$ cat src/rtl/srr_pkg.sv
// Package of the selective repeat receiver: sizes, result kinds, controller
// states and the command/status structs between controller and datapath.
`default_nettype none

package srr_pkg;

  localparam int SEQ_W        = 4;
  localparam int RING_DEPTH   = 1 << SEQ_W;
  localparam int MAX_WINDOW   = 8;
  localparam int WIN_W        = 4;
  localparam int PAYLOAD_BITS = 32;
  localparam int CNT_W        = $clog2(MAX_WINDOW + 1);
  localparam int KIND_W       = 2;

  typedef enum logic [KIND_W-1:0] {
    KIND_SEND_ACK = 2'd0,
    KIND_DELIVER  = 2'd1,
    KIND_ACK_IN   = 2'd2
  } kind_t;

  typedef enum logic [2:0] {
    S_IDLE,
    S_EVAL,
    S_STORE,
    S_SEND_ACK,
    S_ACK_IN,
    S_READ,
    S_DELIVER
  } state_t;

  typedef struct packed {
    logic  capture;
    logic  store;
    logic  clr_cnt;
    logic  deliver;
    logic  load_out;
    kind_t out_kind;
    logic  out_last;
  } dp_cmd_t;

  typedef struct packed {
    logic cap_ok;
    logic cap_is_ack;
    logic in_window;
    logic seq_acked;
    logic base_ready;
    logic next_ready;
    logic out_free;
  } dp_status_t;

endpackage

`default_nettype wire

$ cat src/rtl/srr_in_if.sv
// Packet channel of the selective repeat receiver: valid, ready and one
// packet word. Uses the sizes of srr_pkg.
`default_nettype none

interface srr_in_if;
  logic                              valid;
  logic                              ready;
  logic [srr_pkg::SEQ_W-1:0]         seq_number;
  logic                              is_ack;
  logic                              final_chunk;
  logic [srr_pkg::PAYLOAD_BITS-1:0]  payload_word;
  logic                              checksum_ok;

  modport source (output valid, seq_number, is_ack, final_chunk, payload_word,
                  checksum_ok, input ready);
  modport sink (input valid, seq_number, is_ack, final_chunk, payload_word,
                checksum_ok, output ready);
endinterface

`default_nettype wire

$ cat src/rtl/srr_out_if.sv
// Result channel of the selective repeat receiver: valid, ready and one
// result word. Uses the sizes of srr_pkg.
`default_nettype none

interface srr_out_if;
  logic                              valid;
  logic                              ready;
  logic [srr_pkg::KIND_W-1:0]        kind;
  logic [srr_pkg::SEQ_W-1:0]         out_seq;
  logic [srr_pkg::PAYLOAD_BITS-1:0]  out_payload;
  logic                              out_final_chunk;
  logic                              last_of_run;

  modport source (output valid, kind, out_seq, out_payload, out_final_chunk,
                  last_of_run, input ready);
  modport sink (input valid, kind, out_seq, out_payload, out_final_chunk,
                last_of_run, output ready);
endinterface

`default_nettype wire

$ cat src/rtl/srr_datapath.sv
// Datapath of the selective repeat receiver: window register, packet capture,
// slot marks, slot memory, receive base and the result register.
// Depends on srr_pkg.
`default_nettype none

module srr_datapath (
  input  logic                              clk,
  input  logic                              rst,
  input  logic                              window_we,
  input  logic [srr_pkg::WIN_W-1:0]         window_wdata,
  input  logic [srr_pkg::SEQ_W-1:0]         in_seq,
  input  logic                              in_is_ack,
  input  logic                              in_fin,
  input  logic [srr_pkg::PAYLOAD_BITS-1:0]  in_payload,
  input  logic                              in_ok,
  input  logic                              out_ready,
  input  srr_pkg::dp_cmd_t                  cmd,
  output srr_pkg::dp_status_t               status,
  output logic                              out_valid,
  output logic [srr_pkg::KIND_W-1:0]        out_kind,
  output logic [srr_pkg::SEQ_W-1:0]         out_seq,
  output logic [srr_pkg::PAYLOAD_BITS-1:0]  out_payload,
  output logic                              out_fin,
  output logic                              out_last
);

  logic [srr_pkg::WIN_W-1:0]         window;
  logic [srr_pkg::WIN_W-1:0]         eff_window;
  logic [srr_pkg::SEQ_W-1:0]         cap_seq;
  logic                              cap_is_ack;
  logic                              cap_fin;
  logic [srr_pkg::PAYLOAD_BITS-1:0]  cap_payload;
  logic                              cap_ok;
  logic [srr_pkg::SEQ_W-1:0]         base;
  logic [srr_pkg::SEQ_W-1:0]         base_plus1;
  logic [srr_pkg::SEQ_W-1:0]         seq_dist;
  logic [srr_pkg::RING_DEPTH-1:0]    received;
  logic [srr_pkg::RING_DEPTH-1:0]    acked;
  logic [srr_pkg::CNT_W-1:0]         cnt;
  logic [srr_pkg::PAYLOAD_BITS-1:0]  slot_payload [srr_pkg::RING_DEPTH];
  logic                              slot_final   [srr_pkg::RING_DEPTH];
  logic [srr_pkg::PAYLOAD_BITS-1:0]  rd_payload;
  logic                              rd_final;

  // A register value of zero acts as one; values above the maximum clamp.
  always_comb begin
    if (window == '0) begin
      eff_window = srr_pkg::WIN_W'(1);
    end else if (window > srr_pkg::WIN_W'(srr_pkg::MAX_WINDOW)) begin
      eff_window = srr_pkg::WIN_W'(srr_pkg::MAX_WINDOW);
    end else begin
      eff_window = window;
    end
  end

  // Distance from the base wraps around the ring by the subtraction width.
  assign seq_dist   = cap_seq - base;
  assign base_plus1 = base + srr_pkg::SEQ_W'(1);

  assign status.cap_ok     = cap_ok;
  assign status.cap_is_ack = cap_is_ack;
  assign status.in_window  = ({1'b0, seq_dist} < {1'b0, eff_window});
  assign status.seq_acked  = acked[cap_seq];
  assign status.base_ready = received[base] &&
                             (cnt < srr_pkg::CNT_W'(srr_pkg::MAX_WINDOW));
  assign status.next_ready = received[base_plus1] &&
                             (cnt < srr_pkg::CNT_W'(srr_pkg::MAX_WINDOW - 1));
  assign status.out_free   = !out_valid || out_ready;

  always_ff @(posedge clk) begin
    if (rst) begin
      window    <= srr_pkg::WIN_W'(srr_pkg::MAX_WINDOW);
      base      <= '0;
      received  <= '0;
      acked     <= '0;
      cnt       <= '0;
      out_valid <= 1'b0;
    end else begin
      if (window_we) begin
        window <= window_wdata;
      end
      if (cmd.store) begin
        received[cap_seq] <= 1'b1;
        acked[cap_seq]    <= 1'b1;
      end
      if (cmd.clr_cnt) begin
        cnt <= '0;
      end
      if (cmd.deliver) begin
        received[base] <= 1'b0;
        acked[base]    <= 1'b0;
        base           <= base_plus1;
        cnt            <= cnt + srr_pkg::CNT_W'(1);
      end
      if (cmd.load_out) begin
        out_valid <= 1'b1;
      end else if (out_ready) begin
        out_valid <= 1'b0;
      end
    end
  end

  always_ff @(posedge clk) begin
    if (cmd.capture) begin
      cap_seq     <= in_seq;
      cap_is_ack  <= in_is_ack;
      cap_fin     <= in_fin;
      cap_payload <= in_payload;
      cap_ok      <= in_ok;
    end
    if (cmd.store) begin
      slot_payload[cap_seq] <= cap_payload;
      slot_final[cap_seq]   <= cap_fin;
    end
    rd_payload <= slot_payload[base];
    rd_final   <= slot_final[base];
  end

  always_ff @(posedge clk) begin
    if (cmd.load_out) begin
      out_kind    <= cmd.out_kind;
      out_last    <= cmd.out_last;
      out_seq     <= cmd.deliver ? base : cap_seq;
      out_payload <= cmd.deliver ? rd_payload : '0;
      out_fin     <= cmd.deliver ? rd_final : 1'b0;
    end
  end

endmodule

`default_nettype wire

$ cat src/rtl/srr_ctrl.sv
// Controller of the selective repeat receiver: sequences capture, store,
// ACK and the delivery run. Depends on srr_pkg.
`default_nettype none

module srr_ctrl (
  input  logic                 clk,
  input  logic                 rst,
  input  logic                 in_valid,
  output logic                 in_ready,
  input  srr_pkg::dp_status_t  status,
  output srr_pkg::dp_cmd_t     cmd
);

  srr_pkg::state_t state;
  srr_pkg::state_t state_next;

  always_ff @(posedge clk) begin
    if (rst) begin
      state <= srr_pkg::S_IDLE;
    end else begin
      state <= state_next;
    end
  end

  always_comb begin
    state_next   = state;
    in_ready     = 1'b0;
    cmd          = '0;
    cmd.out_kind = srr_pkg::KIND_SEND_ACK;
    unique case (state)
      srr_pkg::S_IDLE: begin
        in_ready = 1'b1;
        if (in_valid) begin
          cmd.capture = 1'b1;
          state_next  = srr_pkg::S_EVAL;
        end
      end
      srr_pkg::S_EVAL: begin
        priority if (!status.cap_ok) begin
          state_next = srr_pkg::S_IDLE;
        end else if (status.cap_is_ack) begin
          state_next = srr_pkg::S_ACK_IN;
        end else if (status.in_window) begin
          state_next = srr_pkg::S_STORE;
        end else begin
          cmd.clr_cnt = 1'b1;
          state_next  = srr_pkg::S_READ;
        end
      end
      srr_pkg::S_STORE: begin
        cmd.store   = 1'b1;
        cmd.clr_cnt = 1'b1;
        // Only the first copy of a chunk in a slot is acknowledged.
        state_next  = status.seq_acked ? srr_pkg::S_READ : srr_pkg::S_SEND_ACK;
      end
      srr_pkg::S_SEND_ACK: begin
        if (status.out_free) begin
          cmd.load_out = 1'b1;
          cmd.out_kind = srr_pkg::KIND_SEND_ACK;
          cmd.out_last = !status.base_ready;
          state_next   = srr_pkg::S_READ;
        end
      end
      srr_pkg::S_ACK_IN: begin
        if (status.out_free) begin
          cmd.load_out = 1'b1;
          cmd.out_kind = srr_pkg::KIND_ACK_IN;
          cmd.out_last = 1'b1;
          state_next   = srr_pkg::S_IDLE;
        end
      end
      srr_pkg::S_READ: begin
        // The slot memory read of the base entry lands during this cycle.
        state_next = status.base_ready ? srr_pkg::S_DELIVER : srr_pkg::S_IDLE;
      end
      srr_pkg::S_DELIVER: begin
        if (status.out_free) begin
          cmd.load_out = 1'b1;
          cmd.deliver  = 1'b1;
          cmd.out_kind = srr_pkg::KIND_DELIVER;
          cmd.out_last = !status.next_ready;
          state_next   = srr_pkg::S_READ;
        end
      end
      default: begin
        state_next = srr_pkg::S_IDLE;
      end
    endcase
  end

endmodule

`default_nettype wire

$ cat src/rtl/selective_repeat_receiver.sv
// Top level of the selective repeat receiver: joins controller and datapath
// to the packet and result channels. Depends on srr_pkg, srr_in_if, srr_out_if.
//
//   channel    direction  handshake             word
//   packet     in         packet.valid/ready    seq, ack, final, payload, check bit
//   result     out        result.valid/ready    kind, seq, payload, final, last
//   window     in         window_we             window width register
//
// A packet with a failed check is dropped and an ACK packet gives one result. A data
// packet in the window is stored, and a first copy is also acknowledged; every data
// packet then starts a delivery run (one ACK and up to 8 chunks at most).
// The delivery run is set by the one-read-port slot memory: a read, then a load.
// Reset is synchronous and needs no clearing pass; the window returns to 8.
// A result waits in the output register; a stall there holds the run.
`default_nettype none

module selective_repeat_receiver (
  input  logic                       clk,
  input  logic                       rst,
  srr_in_if.sink                     packet,
  srr_out_if.source                  result,
  input  logic                       window_we,
  input  logic [srr_pkg::WIN_W-1:0]  window_wdata
);

  srr_pkg::dp_cmd_t    cmd;
  srr_pkg::dp_status_t status;
  logic                in_ready;

  assign packet.ready = in_ready;

  srr_ctrl u_ctrl (
    .clk      (clk),
    .rst      (rst),
    .in_valid (packet.valid),
    .in_ready (in_ready),
    .status   (status),
    .cmd      (cmd)
  );

  srr_datapath u_datapath (
    .clk          (clk),
    .rst          (rst),
    .window_we    (window_we),
    .window_wdata (window_wdata),
    .in_seq       (packet.seq_number),
    .in_is_ack    (packet.is_ack),
    .in_fin       (packet.final_chunk),
    .in_payload   (packet.payload_word),
    .in_ok        (packet.checksum_ok),
    .out_ready    (result.ready),
    .cmd          (cmd),
    .status       (status),
    .out_valid    (result.valid),
    .out_kind     (result.kind),
    .out_seq      (result.out_seq),
    .out_payload  (result.out_payload),
    .out_fin      (result.out_final_chunk),
    .out_last     (result.last_of_run)
  );

endmodule

`default_nettype wire

$ cat src/flat_wrapper.sv
// flat-port wrapper written by rule: the top's interface ports become plain ports
module selective_repeat_receiver_flat 
  (clk, rst, window_we, window_wdata, packet_valid, packet_seq_number, packet_is_ack, packet_final_chunk, packet_payload_word, packet_checksum_ok, packet_ready, result_valid, result_kind, result_out_seq, result_out_payload, result_out_final_chunk, result_last_of_run, result_ready);
  srr_in_if packet_i ();
  srr_out_if result_i ();
  input  logic clk;
  input  logic rst;
  input  logic window_we;
  input  logic [srr_pkg::WIN_W-1:0] window_wdata;
  input wire logic [$bits(packet_i.valid)-1:0] packet_valid;
  input wire logic [$bits(packet_i.seq_number)-1:0] packet_seq_number;
  input wire logic [$bits(packet_i.is_ack)-1:0] packet_is_ack;
  input wire logic [$bits(packet_i.final_chunk)-1:0] packet_final_chunk;
  input wire logic [$bits(packet_i.payload_word)-1:0] packet_payload_word;
  input wire logic [$bits(packet_i.checksum_ok)-1:0] packet_checksum_ok;
  output wire logic [$bits(packet_i.ready)-1:0] packet_ready;
  output wire logic [$bits(result_i.valid)-1:0] result_valid;
  output wire logic [$bits(result_i.kind)-1:0] result_kind;
  output wire logic [$bits(result_i.out_seq)-1:0] result_out_seq;
  output wire logic [$bits(result_i.out_payload)-1:0] result_out_payload;
  output wire logic [$bits(result_i.out_final_chunk)-1:0] result_out_final_chunk;
  output wire logic [$bits(result_i.last_of_run)-1:0] result_last_of_run;
  input wire logic [$bits(result_i.ready)-1:0] result_ready;
  assign packet_i.valid = packet_valid;
  assign packet_i.seq_number = packet_seq_number;
  assign packet_i.is_ack = packet_is_ack;
  assign packet_i.final_chunk = packet_final_chunk;
  assign packet_i.payload_word = packet_payload_word;
  assign packet_i.checksum_ok = packet_checksum_ok;
  assign packet_ready = packet_i.ready;
  assign result_valid = result_i.valid;
  assign result_kind = result_i.kind;
  assign result_out_seq = result_i.out_seq;
  assign result_out_payload = result_i.out_payload;
  assign result_out_final_chunk = result_i.out_final_chunk;
  assign result_last_of_run = result_i.last_of_run;
  assign result_i.ready = result_ready;
  selective_repeat_receiver u_core (.clk(clk), .rst(rst), .packet(packet_i), .result(result_i), .window_we(window_we), .window_wdata(window_wdata));
endmodule
$ cat config.mk
export PLATFORM = sky130hd
export DESIGN_NAME = selective_repeat_receiver_flat
export DESIGN_NICKNAME = d
export VERILOG_FILES = /design/src/rtl/srr_pkg.sv /design/src/rtl/srr_in_if.sv /design/src/rtl/srr_out_if.sv /design/src/rtl/srr_datapath.sv /design/src/rtl/srr_ctrl.sv /design/src/rtl/selective_repeat_receiver.sv /design/src/flat_wrapper.sv
export SDC_FILE = /design/constraint.sdc
export NUM_CORES = 1
export LEC_CHECK = 0
export BUFFER_PORTS_ARGS = -buffer_cell sky130_fd_sc_hd__buf_2
export CAP_MARGIN = 20
export CELL_PAD_IN_SITES_DETAIL_PLACEMENT = 0
export CELL_PAD_IN_SITES_GLOBAL_PLACEMENT = 1
export CORE_AREA = 10 10 243 291
export CTS_CLUSTER_DIAMETER = 100
export DETAILED_ROUTE_END_ITERATION = 6
export DIE_AREA = 0 0 253 301
export PLACE_DENSITY = 0.62
export SETUP_SLACK_MARGIN = 0.5
export SLEW_MARGIN = 20
export SYNTH_ARGS = -nofsm -noshare
export SYNTH_HDL_FRONTEND = slang
export SYNTH_SLANG_ARGS = --single-unit
$ cat constraint.sdc
create_clock -name clk -period 5.2 [get_ports clk]
set_clock_uncertainty 0.2 [all_clocks]
set_input_delay 0.78 -clock clk [delete_from_list [all_inputs] [get_ports clk]]
set_output_delay 0.78 -clock clk [all_outputs]
set_load 0.02 [all_outputs]
Word level (Yosys, flattened, before mapping). Memories as Yosys holds them, arrays and structs flattened. A register that Yosys moved wholly into a read port is not among the register bits. Index checks and enable logic that the tools add are counted.

Memories: 2. Memory bits (writable): 528. Output and inout bits: 42. Bits in registers: 127.

Memory list: u_core.u_datapath.slot_payload (depth 16, bits a word 32, rd ports 1, clocked after Yosys merged registers in 1, wr ports 1, line srr_datapath.sv:40) `logic [srr_pkg::PAYLOAD_BITS-1:0] slot_payload [srr_pkg::RING_DEPTH];`; u_core.u_datapath.slot_final (depth 16, bits a word 1, rd ports 1, clocked after Yosys merged registers in 1, wr ports 1, line srr_datapath.sv:41) `logic slot_final [srr_pkg::RING_DEPTH];`.

Add/subtract/negate cells: 3. Bitwise logic cells: 5. Magnitude comparators: 9. Reduce and logical (&&, ||, !) cells: 14. Eq/ne operators: 9. Mux-type cells: 47.

Operators by type and width (count): $mux W16 (6); $and A16 B16 Y16 (2); $or A16 B16 Y16 (2); $mux W4 (7); $mux W3 (8); $pmux W3 S6 (1); $mux W1 (17); $not A16 Y16 (1); $lt A4 B5 Y1 const B (3); $bmux W1 S4 (3); $pmux W4 S3 (1); $eq A3 B3 Y1 const B (3); $add A4 B1 Y4 const B (2); $demux W1 S4 (2); $ge A4 B1 Y1 const B (2); $eq A3 B2 Y1 const B (2); $mux W5 (1); $gt A4 B4 Y1 const B (1); $logic_and A1 B1 Y1 (4); $logic_not A4 Y1 (1); $lt A4 B3 Y1 const B (1); $lt A4 B4 Y1 (1); $lt A4 B4 Y1 const B (1); $ne A2 B1 Y1 const B (2); 10 further kinds (13).

Longest topological paths before layout. Gate-level depths: netlist of run 1.

Depth after elaboration: 10. Gate-level depth with buffers: 13.

Hierarchy. A second synthesis of run 1 with hierarchy kept.

Cell total of the unflattened synthesis: 1160. Area total of the unflattened synthesis: 25823.5 um2.

Modules (own cells, without submodules): srr_datapath (sequential area each 19789.0 um2, area an instance 25411.9 um2, cells each 1109, instances 1); srr_ctrl (sequential area each 60.1 um2, area an instance 411.6 um2, cells each 51, instances 1).

Worst setup path before layout of run 1. Ideal clock, no wire load.

Path kind: register -> register. Start: register u_core.u_ctrl.state[2]. End: memory u_core.u_datapath.slot_final[0], enable pin. Setup time: 469 ps. Arrival: 3456 ps. Slack: 1074 ps. Cell stages (with the launch flop): 6. Required time: 4531 ps. Path buffers: 1. Cells stage by stage: dfxtp_1 > buf_2 > nor2_1 > nand2_1 > or3_1 > nor3_1.

Longest elaborated chain between the ends: 4.

Ends and longest elaborated chain: start: declaration (line srr_ctrl.sv:14) `srr_pkg::state_t state;`; start signal: assignment (line srr_ctrl.sv:19) `state <= srr_pkg::S_IDLE;`; start signal: assignment (line srr_ctrl.sv:21) `state <= state_next;`; $eq A3 B2 Y1 (line srr_ctrl.sv:30) `unique case (state)`; $mux W1 (line srr_ctrl.sv:30); $mux W1 (line srr_datapath.sv:111) `if (cmd.store) begin`; $mux W1 (implied by the code) (line srr_datapath.sv:113) `slot_final[cap_seq] <= cap_fin;`; end: declaration (line srr_datapath.sv:41).

No other way between the ends.

Final worst setup path of run 1.
Start: register u_core.u_datapath.cap_seq[0] in the netlist's numbering. End: register u_core.u_datapath.cnt[2] in the netlist's numbering.

Longest elaborated chain between the ends: 7.

Ends and longest elaborated chain: start: declaration (line srr_datapath.sv:29) `logic [srr_pkg::SEQ_W-1:0] cap_seq;`; start signal: assignment (line srr_datapath.sv:105) `cap_seq <= in_seq;`; $sub A4 B4 Y4 (line srr_datapath.sv:57) `assign seq_dist = cap_seq - base;`; $lt A4 B4 Y1 (line srr_datapath.sv:62) `assign status.in_window = ({1'b0, seq_dist} < {1'b0, eff_window});`; $mux W1 (line srr_ctrl.sv:43) `end else if (status.in_window) begin`; $mux W1 (line srr_ctrl.sv:41) `end else if (status.cap_is_ack) begin`; $mux W1 (line srr_ctrl.sv:39) `priority if (!status.cap_ok) begin`; $pmux W1 S2 (line srr_ctrl.sv:30); $reduce_bool A2 Y1 (no line); end signal: assignment (line srr_datapath.sv:93) `cnt <= cnt + srr_pkg::CNT_W'(1);`; end: declaration (line srr_datapath.sv:39) `logic [srr_pkg::CNT_W-1:0] cnt;`.

No other way between the ends. A chain may end at the register's enable or synchronous reset.

==> parameters.txt, run 1 <==
Parameter                              Value

Final layout
  Util after Layout    45.9%
  Signed area change from the synthesized netlist to the final layout    15.3%
  Most common library cell in the layout ignoring fill and taps    sky130_fd_sc_hd__edfxtp_1
  Commonest non-fill, non-tap cells in the layout    607 x sky130_fd_sc_hd__edfxtp_1, 174 x sky130_fd_sc_hd__mux4_2, 89 x sky130_fd_sc_hd__buf_2
  Ratio of cells with drive above 1 in the final layout    31.1%
  Number of fillers in the final layout    5,406
  Final-stage net count    1,371
  Number of antenna cells inserted    0

CTS
  Count of hold-fix buffers inserted at cts    0
  Number of buffers created by CTS    69
  Count of H-tree levels built during CTS    3
  # resized after CTS    0
  Buffers inserted by post-CTS timing repair    0
  Root buffer cell    sky130_fd_sc_hd__clkbuf_16
  CTS tree    done
  Clock insertion delay at the later pin of the skew report    0.61 ns
  Clk sink count    688
  Maximum clock insertion buffer count    3
  Clock-pin slew of the registers on the worst-case setup and hold paths    0.06 ns

Yosys
  Count of cell types in the netlist    49
  Post-synthesis net count    1,238
  Cells after Synth    1,178
  Dominant synthesized flop cell    sky130_fd_sc_hd__edfxtp_1
  Netlist area before placement    25,700 sq um
  Sequential-to-total area share from yosys stat    77.2%
  Warnings, synthesis    0
  Dominant combinational cell family by area after synthesis    multiplexers
  Number of enable flip-flop cells after synthesis    607
  Post-synthesis compound-gate area fraction    2.34%
  Multiplexer area fraction after synthesis    15.8%
  Post-synthesis adder-cell area fraction    0.613%
  Post-synthesis register bit count    688
  Fraction of registers with async set/reset    0%
  Xor-xnor portion of the synthesized cell area    0.306%
  Syn Area/Cell    21.8 sq um
  Simple-gate share of the synthesized area    2.61%

Worst setup path
  Worst reg2reg path endpoint    u_core.u_datapath.cnt[2]$_SDFFE_PP0P_
  Type of element launching the critical path    register
  Ordered list of cells on the worst path    inv_1 -> ha_1 -> inv_1 -> fa_1 -> ha_1 -> o211ai_1 -> a31oi_1 -> o21ai_1 -> nand2_1 -> a311oi_1
  CP max FO    11
  Data arrival at the endpoint of the critical path    3.45 ns
  Reg2reg start    u_core.u_datapath.cap_seq[0]$_DFFE_PP_
  CP startpoint    u_core.u_datapath.cap_seq[0]$_DFFE_PP_
  Worst path required time    5.50 ns
  Cell with the largest stage delay on the worst path    sky130_fd_sc_hd__edfxtp_1
  CP bufs+invs    2
  Worst setup EP type    register
  Worst reg2reg setup slack    2.05 ns
  Stages on worst setup path    10
  Crit path capture    u_core.u_datapath.cnt[2]$_SDFFE_PP0P_
  Type of the setup path with the least slack    reg -> reg
  Slowest stage delay, CP    0.72 ns
  CP delay by family, top    adder cells
  Logic depth of the worst register-to-register path    10

Die
  Horizontal die dimension    253 microns
  Effective utilization at floorplan    39.8%
  Floorplan die area    76,200 sq um
  Core Footprint    64,600 sq um
  Number of top-level design ports    90
  Chip height    301 microns
  Total number of placement rows    102

Timing
  Setup repair after global routing missed its margin    false
  Slew at the pin with the worst max-slew slack    1.02 ns
  Final setup violation count    0
  Upper clock frequency limit    318 MHz
  Hold Fails Final Rpt    0
  Normalized max-slew margin    31.8%
  Slew Viols, Final    0
  Period minus WS final    3.15 ns
  Final clock period utilization by the worst path    60.5%
  Final setup TNS    0 ns

Place
  Placer Congestion    0.737
  Buffers on Ports    89
  Detailed-placement wirelength estimate    31,300 microns

Min path
  Origin of the worst min-delay path    packet_payload_word[8]
  Class of the worst hold path    in -> reg

Detailed routing
  Routed WL    58,200 microns
  Wire length per cell    26.5 microns
  DR pass1 iterations    4
  Detailed-route vias per instance    5.44
  Number of nets still failing antenna checks after routing    0
  Total via count after detailed routing    11,957
  DRT iter0 DRCs    1,010
  Number of DRC violations after detailed routing    0

Power and ir drop
  Cell Pwr Density    382 nW/um^2
  Maximum vdd drop    0.207 mV
  Leakage    0.00936 uW

Run
  Reported max-cap violation count    0

GRT
  Total routing usage reported by global routing    15.5%
  Global-route wire length before repair    86,100 microns
  Maximum number of pins on one net before global-route repair    83
  Via count of the first global-routing pass    12,781
  Antenna violations before repair    2
  Global-route congestion overflow total    0

Run status
  Outcome    completed
[logic make-up after synthesis]
logic type,after synthesis
AOI/OAI and AO/OA,86
xor gates and xnor gates,9
adders and majority gates,12
buffers and inverters,70
DFF,688
muxes,188
and+or+nand+nor,125
[final cells by class]
| cell class | count | area, sq um | area share, % |
|---|---|---|---|
| flip-flops and latches | 688 | 19900 | 67.0 |
| multi-input cells | 420 | 5700 | 19.2 |
| well taps | 832 | 1040 | 3.51 |
| clock inverters | 27 | 305 | 1.03 |
| repair buffers | 123 | 726 | 2.45 |
| clock buffers | 99 | 2000 | 6.73 |
| inverters | 9 | 33.8 | 0.114 |
[layer usage]
layer | wire length [microns] | track usage (%) | vias up
met1 | 25000 | 20.5 | 6426
met5 | 0 | 0 | -
met2 | 29200 | 25.8 | 297
li1 | - | - | 5153
met4 | 1090 | 4.66 | 0
met3 | 2890 | 2.60 | 81
[power by group]
group | leakage, uW | internal [uW] | switching (uW)
registers | 0.00620 | 6090 | 103
clock network | 0.00110 | 2940 | 2060
logic | 0.00206 | 49.9 | 92.2
total | 0.00936 | 9080 | 2260
[how the worst min path moves through the flow]
stage	to	slack, ns	cells after the start
2_1_floorplan	u_core.u_datapath.acked[10]$_SDFF_PP0_	0.24	1
6_report	u_core.u_datapath.cap_payload[8]$_DFFE_PP_	0.15	1
5_1_grt	u_core.u_datapath.cap_payload[25]$_DFFE_PP_	0.13	1
3_5_place_dp	u_core.u_datapath.acked[10]$_SDFF_PP0_	0.25	1
4_1_cts	u_core.u_datapath.cap_payload[14]$_DFFE_PP_	0.12	1
3_3_place_gp	u_core.u_datapath.acked[1]$_SDFF_PP0_	0.25	1
[cells in the mapped netlist (2+ instances only)]
cell                       count  area, sq um
sky130_fd_sc_hd__dfxtp_1      81         1620
sky130_fd_sc_hd__inv_1         9         33.8
sky130_fd_sc_hd__nand3_1       4         20.0
sky130_fd_sc_hd__a31oi_1      19          119
sky130_fd_sc_hd__mux2_1        5         56.3
sky130_fd_sc_hd__nand2_1      14         52.6
sky130_fd_sc_hd__or3_1         3         18.8
sky130_fd_sc_hd__mux2_2        3         33.8
sky130_fd_sc_hd__a211oi_1      2         15.0
sky130_fd_sc_hd__edfxtp_1    607        18200
sky130_fd_sc_hd__nor3_1       10         50.1
sky130_fd_sc_hd__nand2b_1      5         31.3
sky130_fd_sc_hd__and2_1       38          238
sky130_fd_sc_hd__o21ai_1       4         20.0
sky130_fd_sc_hd__a311oi_1      3         26.3
sky130_fd_sc_hd__a21oi_1       7         35.0
sky130_fd_sc_hd__mux2i_1       6         60.1
sky130_fd_sc_hd__nand4_1       4         25.0
sky130_fd_sc_hd__nor4_1        2         12.5
sky130_fd_sc_hd__clkbuf_1     34          128
sky130_fd_sc_hd__a21o_1        2         15.0
sky130_fd_sc_hd__o21a_1       32          240
sky130_fd_sc_hd__buf_2        23          115
sky130_fd_sc_hd__nand4b_1      3         26.3
sky130_fd_sc_hd__ha_1         11          138
sky130_fd_sc_hd__buf_1         3         11.3
sky130_fd_sc_hd__xor2_1        3         26.3
sky130_fd_sc_hd__and3_1        2         12.5
sky130_fd_sc_hd__nor2b_1       7         43.8
sky130_fd_sc_hd__o211ai_1      4         30.0
sky130_fd_sc_hd__mux4_2      174         3920
sky130_fd_sc_hd__nor4b_1       2         17.5
sky130_fd_sc_hd__o21ai_0       2         10.0
sky130_fd_sc_hd__nor2_1       30          113
sky130_fd_sc_hd__xnor2_1       6         52.6
[registers in the layout, indices dropped and copies added, names as in the netlist]
register and count:
u_core.u_datapath.out_seq 4, u_core.u_datapath.out_fin 1, u_core.u_datapath.rd_final 1, u_core.u_datapath.cap_ok 1, u_core.u_datapath.out_kind 2, u_core.u_datapath.rd_payload 32, u_core.u_datapath.cap_seq 4, u_core.u_datapath.cnt 4
u_core.u_datapath.out_last 1, u_core.u_ctrl.state 3, u_core.u_datapath.out_valid 1, u_core.u_datapath.base 4, u_core.u_datapath.cap_fin 1, u_core.u_datapath.received 16, u_core.u_datapath.cap_is_ack 1, u_core.u_datapath.out_payload 32
u_core.u_datapath.slot_final 16, u_core.u_datapath.slot_payload 512, u_core.u_datapath.window 4, u_core.u_datapath.cap_payload 32, u_core.u_datapath.acked 16
[per-stage QoR]
stage / instances / worst slack, ns / area, sq um / hold WS [ns] / total power [uW]
floorplan: 1178 / 1.07 / 25700 / 0.235 / 6350
global placement: 2071 / 2.07 / 27300 / 0.251 / 6440
detailed placement: 2071 / 2.00 / 27300 / 0.252 / 6450
CTS: 2197 / 1.98 / 29600 / 0.117 / 11500
global route: 2198 / 1.83 / 29700 / 0.131 / 11700
finish: 2198 / 2.05 / 29700 / 0.146 / 11300
(Power assumes the default switching activity.)
==> run 2: changes to the inputs <==
==> constraint.sdc (replaced) <==
create_clock -name clk -period 3.3 [get_ports clk]
set_clock_uncertainty 0.2 [all_clocks]
set_input_delay 0.495 -clock clk [delete_from_list [all_inputs] [get_ports clk]]
set_output_delay 0.495 -clock clk [all_outputs]
set_load 0.02 [all_outputs]
==> parameters.txt, run 2 (synthesis gave the netlist of run 1 again) <==
Parameter                              Value

Run status
  Outcome    completed

Timing
  Normalized max-slew margin    45.6%
  Slew Viols, Final    0
  Final clock period utilization by the worst path    80.0%
  Final setup violation count    0
  Period minus WS final    2.64 ns
  Upper clock frequency limit    379 MHz
  Slew at the pin with the worst max-slew slack    0.796 ns
  Final setup TNS    0 ns
  Hold Fails Final Rpt    0
  Worst-case setup margin in the final layout    0.661 ns
  Setup repair after global routing missed its margin    false

Die
  Horizontal die dimension    253 microns
  Total number of placement rows    102
  Effective utilization at floorplan    39.8%
  Number of top-level design ports    90
  Floorplan die area    76,200 sq um
  Core Footprint    64,600 sq um
  Chip height    301 microns

Place
  Area of placed instances    27,700 sq um
  Buffers on Ports    89
  Detailed-placement wirelength estimate    32,800 microns
  Post-place setup slack    0.556 ns
  Placer Congestion    0.763

Detailed routing
  Number of DRC violations after detailed routing    0
  Detailed-route vias per instance    5.38
  Wire length per cell    26.3 microns
  DRT iter0 DRCs    783
  Routed WL    59,600 microns
  Number of nets still failing antenna checks after routing    0
  DR pass1 iterations    5
  Total via count after detailed routing    12,198

GRT
  Via count of the first global-routing pass    13,170
  Global-route wire length before repair    88,500 microns
  Maximum number of pins on one net before global-route repair    126
  Global-route congestion overflow total    0
  Antenna violations before repair    0
  Total routing usage reported by global routing    15.9%

CTS
  Count of H-tree levels built during CTS    3
  Clk sink count    688
  Number of buffers created by CTS    69
  Maximum clock insertion buffer count    3
  Root buffer cell    sky130_fd_sc_hd__clkbuf_16
  Clock insertion delay at the later pin of the skew report    0.62 ns
  Clock-pin slew of the registers on the worst-case setup and hold paths    0.06 ns
  CTS tree    done

Final layout
  Final-stage net count    1,437
  Most common library cell in the layout ignoring fill and taps    sky130_fd_sc_hd__edfxtp_1
  Commonest non-fill, non-tap cells in the layout    607 x sky130_fd_sc_hd__edfxtp_1, 174 x sky130_fd_sc_hd__mux4_2, 89 x sky130_fd_sc_hd__buf_2
  Number of antenna cells inserted    0
  Ratio of cells with drive above 1 in the final layout    32.0%
  Max reg flops    512
  Number of fillers in the final layout    5,346
  Signed area change from the synthesized netlist to the final layout    18.5%
  Register name with the most flops    u_core.u_datapath.slot_payload
  Final non-filler cell area    30,500 sq um

Power and ir drop
  Leakage    0.00974 uW
  Cell Pwr Density    591 nW/um^2
  Maximum vdd drop    0.405 mV

Worst setup path
  Critical Path Most Common Cell    sky130_fd_sc_hd__ha_1
  Worst reg2reg setup slack    0.66 ns
  Type of element launching the critical path    register
  Slowest stage delay, CP    0.43 ns
  Data arrival at the endpoint of the critical path    2.96 ns
  Ordered list of cells on the worst path    inv_2 -> ha_1 -> inv_1 -> fa_1 -> xor2_1 -> ha_1 -> o211ai_1 -> a31oi_2 -> o21ai_2 -> nand2_2 -> a311oi_2
  Logic depth of the worst register-to-register path    11
  CP bufs+invs    2
  Worst path required time    3.62 ns
  Reg2reg start    u_core.u_datapath.cap_seq[0]$_DFFE_PP_
  CP max FO    4
  Worst reg2reg path endpoint    u_core.u_datapath.cnt[2]$_SDFFE_PP0P_
  Type of the setup path with the least slack    reg -> reg
  Cell with the largest stage delay on the worst path    sky130_fd_sc_hd__fa_1
  Worst setup EP type    register
  CP delay by family, top    adder cells

Min path
  Class of the worst hold path    in -> reg
  Worst hold path depth    3
  Origin of the worst min-delay path    window_we
  Endpoint, Worst Hold    u_core.u_datapath.window[2]$_SDFFE_PP0P_

Run
  Reported max-cap violation count    0
## run 2: cell count changes in the layout (fill, tap and decap cells not counted), moves of 6 or more
cell / change
sky130_fd_sc_hd__clkbuf_1: -10
sky130_fd_sc_hd__dlygate4sd3_1: +45
sky130_fd_sc_hd__buf_12: +12
sky130_fd_sc_hd__clkinv_1: +6
sky130_fd_sc_hd__buf_4: +9
## run 2: power by group
| group | leakage (uW) | switching [uW] | internal, uW |
|---|---|---|---|
| combinational | 0.00240 | 189 | 132 |
| clock | 0.00114 | 3370 | 4590 |
| sequential | 0.00620 | 142 | 9590 |
## run 2: repair_timing
action | CTS | global route
setup endpoints to repair | 0 | 6
buffers inserted | 0 | 1
resized for setup | 0 | 7
hold buffers | 45 | 0
endpoints found under the hold margin | 43 | 0
## run 2: layer usage
metal,up-vias,share of wire [%],track usage [%],routed length (microns)
met4,0,2.1,5.10,1260
met5,-,0,0,0
met2,302,51,27.3,30600
met1,6508,42,20.5,25000
li1,5308,-,-,-
met3,80,4.5,2.44,2700
## run 2: per-stage QoR
stage               hold WS [ns]  util (%)  std cells  total power [uW]
finish                    0.0382      47.2       2266             18000
CTS                       0.0114      47.2       2265             18200
floorplan                  0.235         -       1178             10000
detailed placement         0.254      42.9       2092             10200
global placement           0.243      42.9       2092             10200
global route              0.0409      47.2       2266             18600
## run 2: area by class of cell
class | instances | area [sq um] | share of cell area [%]
well taps | 832 | 1040 | 3.41
repair buffers | 189 | 1480 | 4.87
multi-input cells | 420 | 5750 | 18.9
clock inverters | 44 | 489 | 1.60
clock buffers | 84 | 1830 | 6.01
flip-flops and latches | 688 | 19900 | 65.1
inverters | 9 | 37.5 | 0.123
## run 2: worst max path at each step
stage                                                endpoint                              startpoint  depth (start not counted)
global route            u_core.u_datapath.cnt[2]$_SDFFE_PP0P_  u_core.u_datapath.cap_seq[0]$_DFFE_PP_                         11
CTS                     u_core.u_datapath.cnt[3]$_SDFFE_PP0P_  u_core.u_datapath.cap_seq[0]$_DFFE_PP_                         11
floorplan           u_core.u_datapath.slot_final[1]$_DFFE_PP_     u_core.u_ctrl.state[2]$_SDFFE_PP0P_                          5
global placement        u_core.u_datapath.cnt[1]$_SDFFE_PP0P_  u_core.u_datapath.cap_seq[0]$_DFFE_PP_                         11
detailed placement      u_core.u_datapath.cnt[3]$_SDFFE_PP0P_  u_core.u_datapath.cap_seq[0]$_DFFE_PP_                         11
finish                  u_core.u_datapath.cnt[2]$_SDFFE_PP0P_  u_core.u_datapath.cap_seq[0]$_DFFE_PP_                         11
## run 2: tightest hold or removal path: stages
cell                      delay (ns)
sky130_fd_sc_hd__buf_2          0.15
sky130_fd_sc_hd__mux2i_1        0.09
sky130_fd_sc_hd__nor2_1         0.07
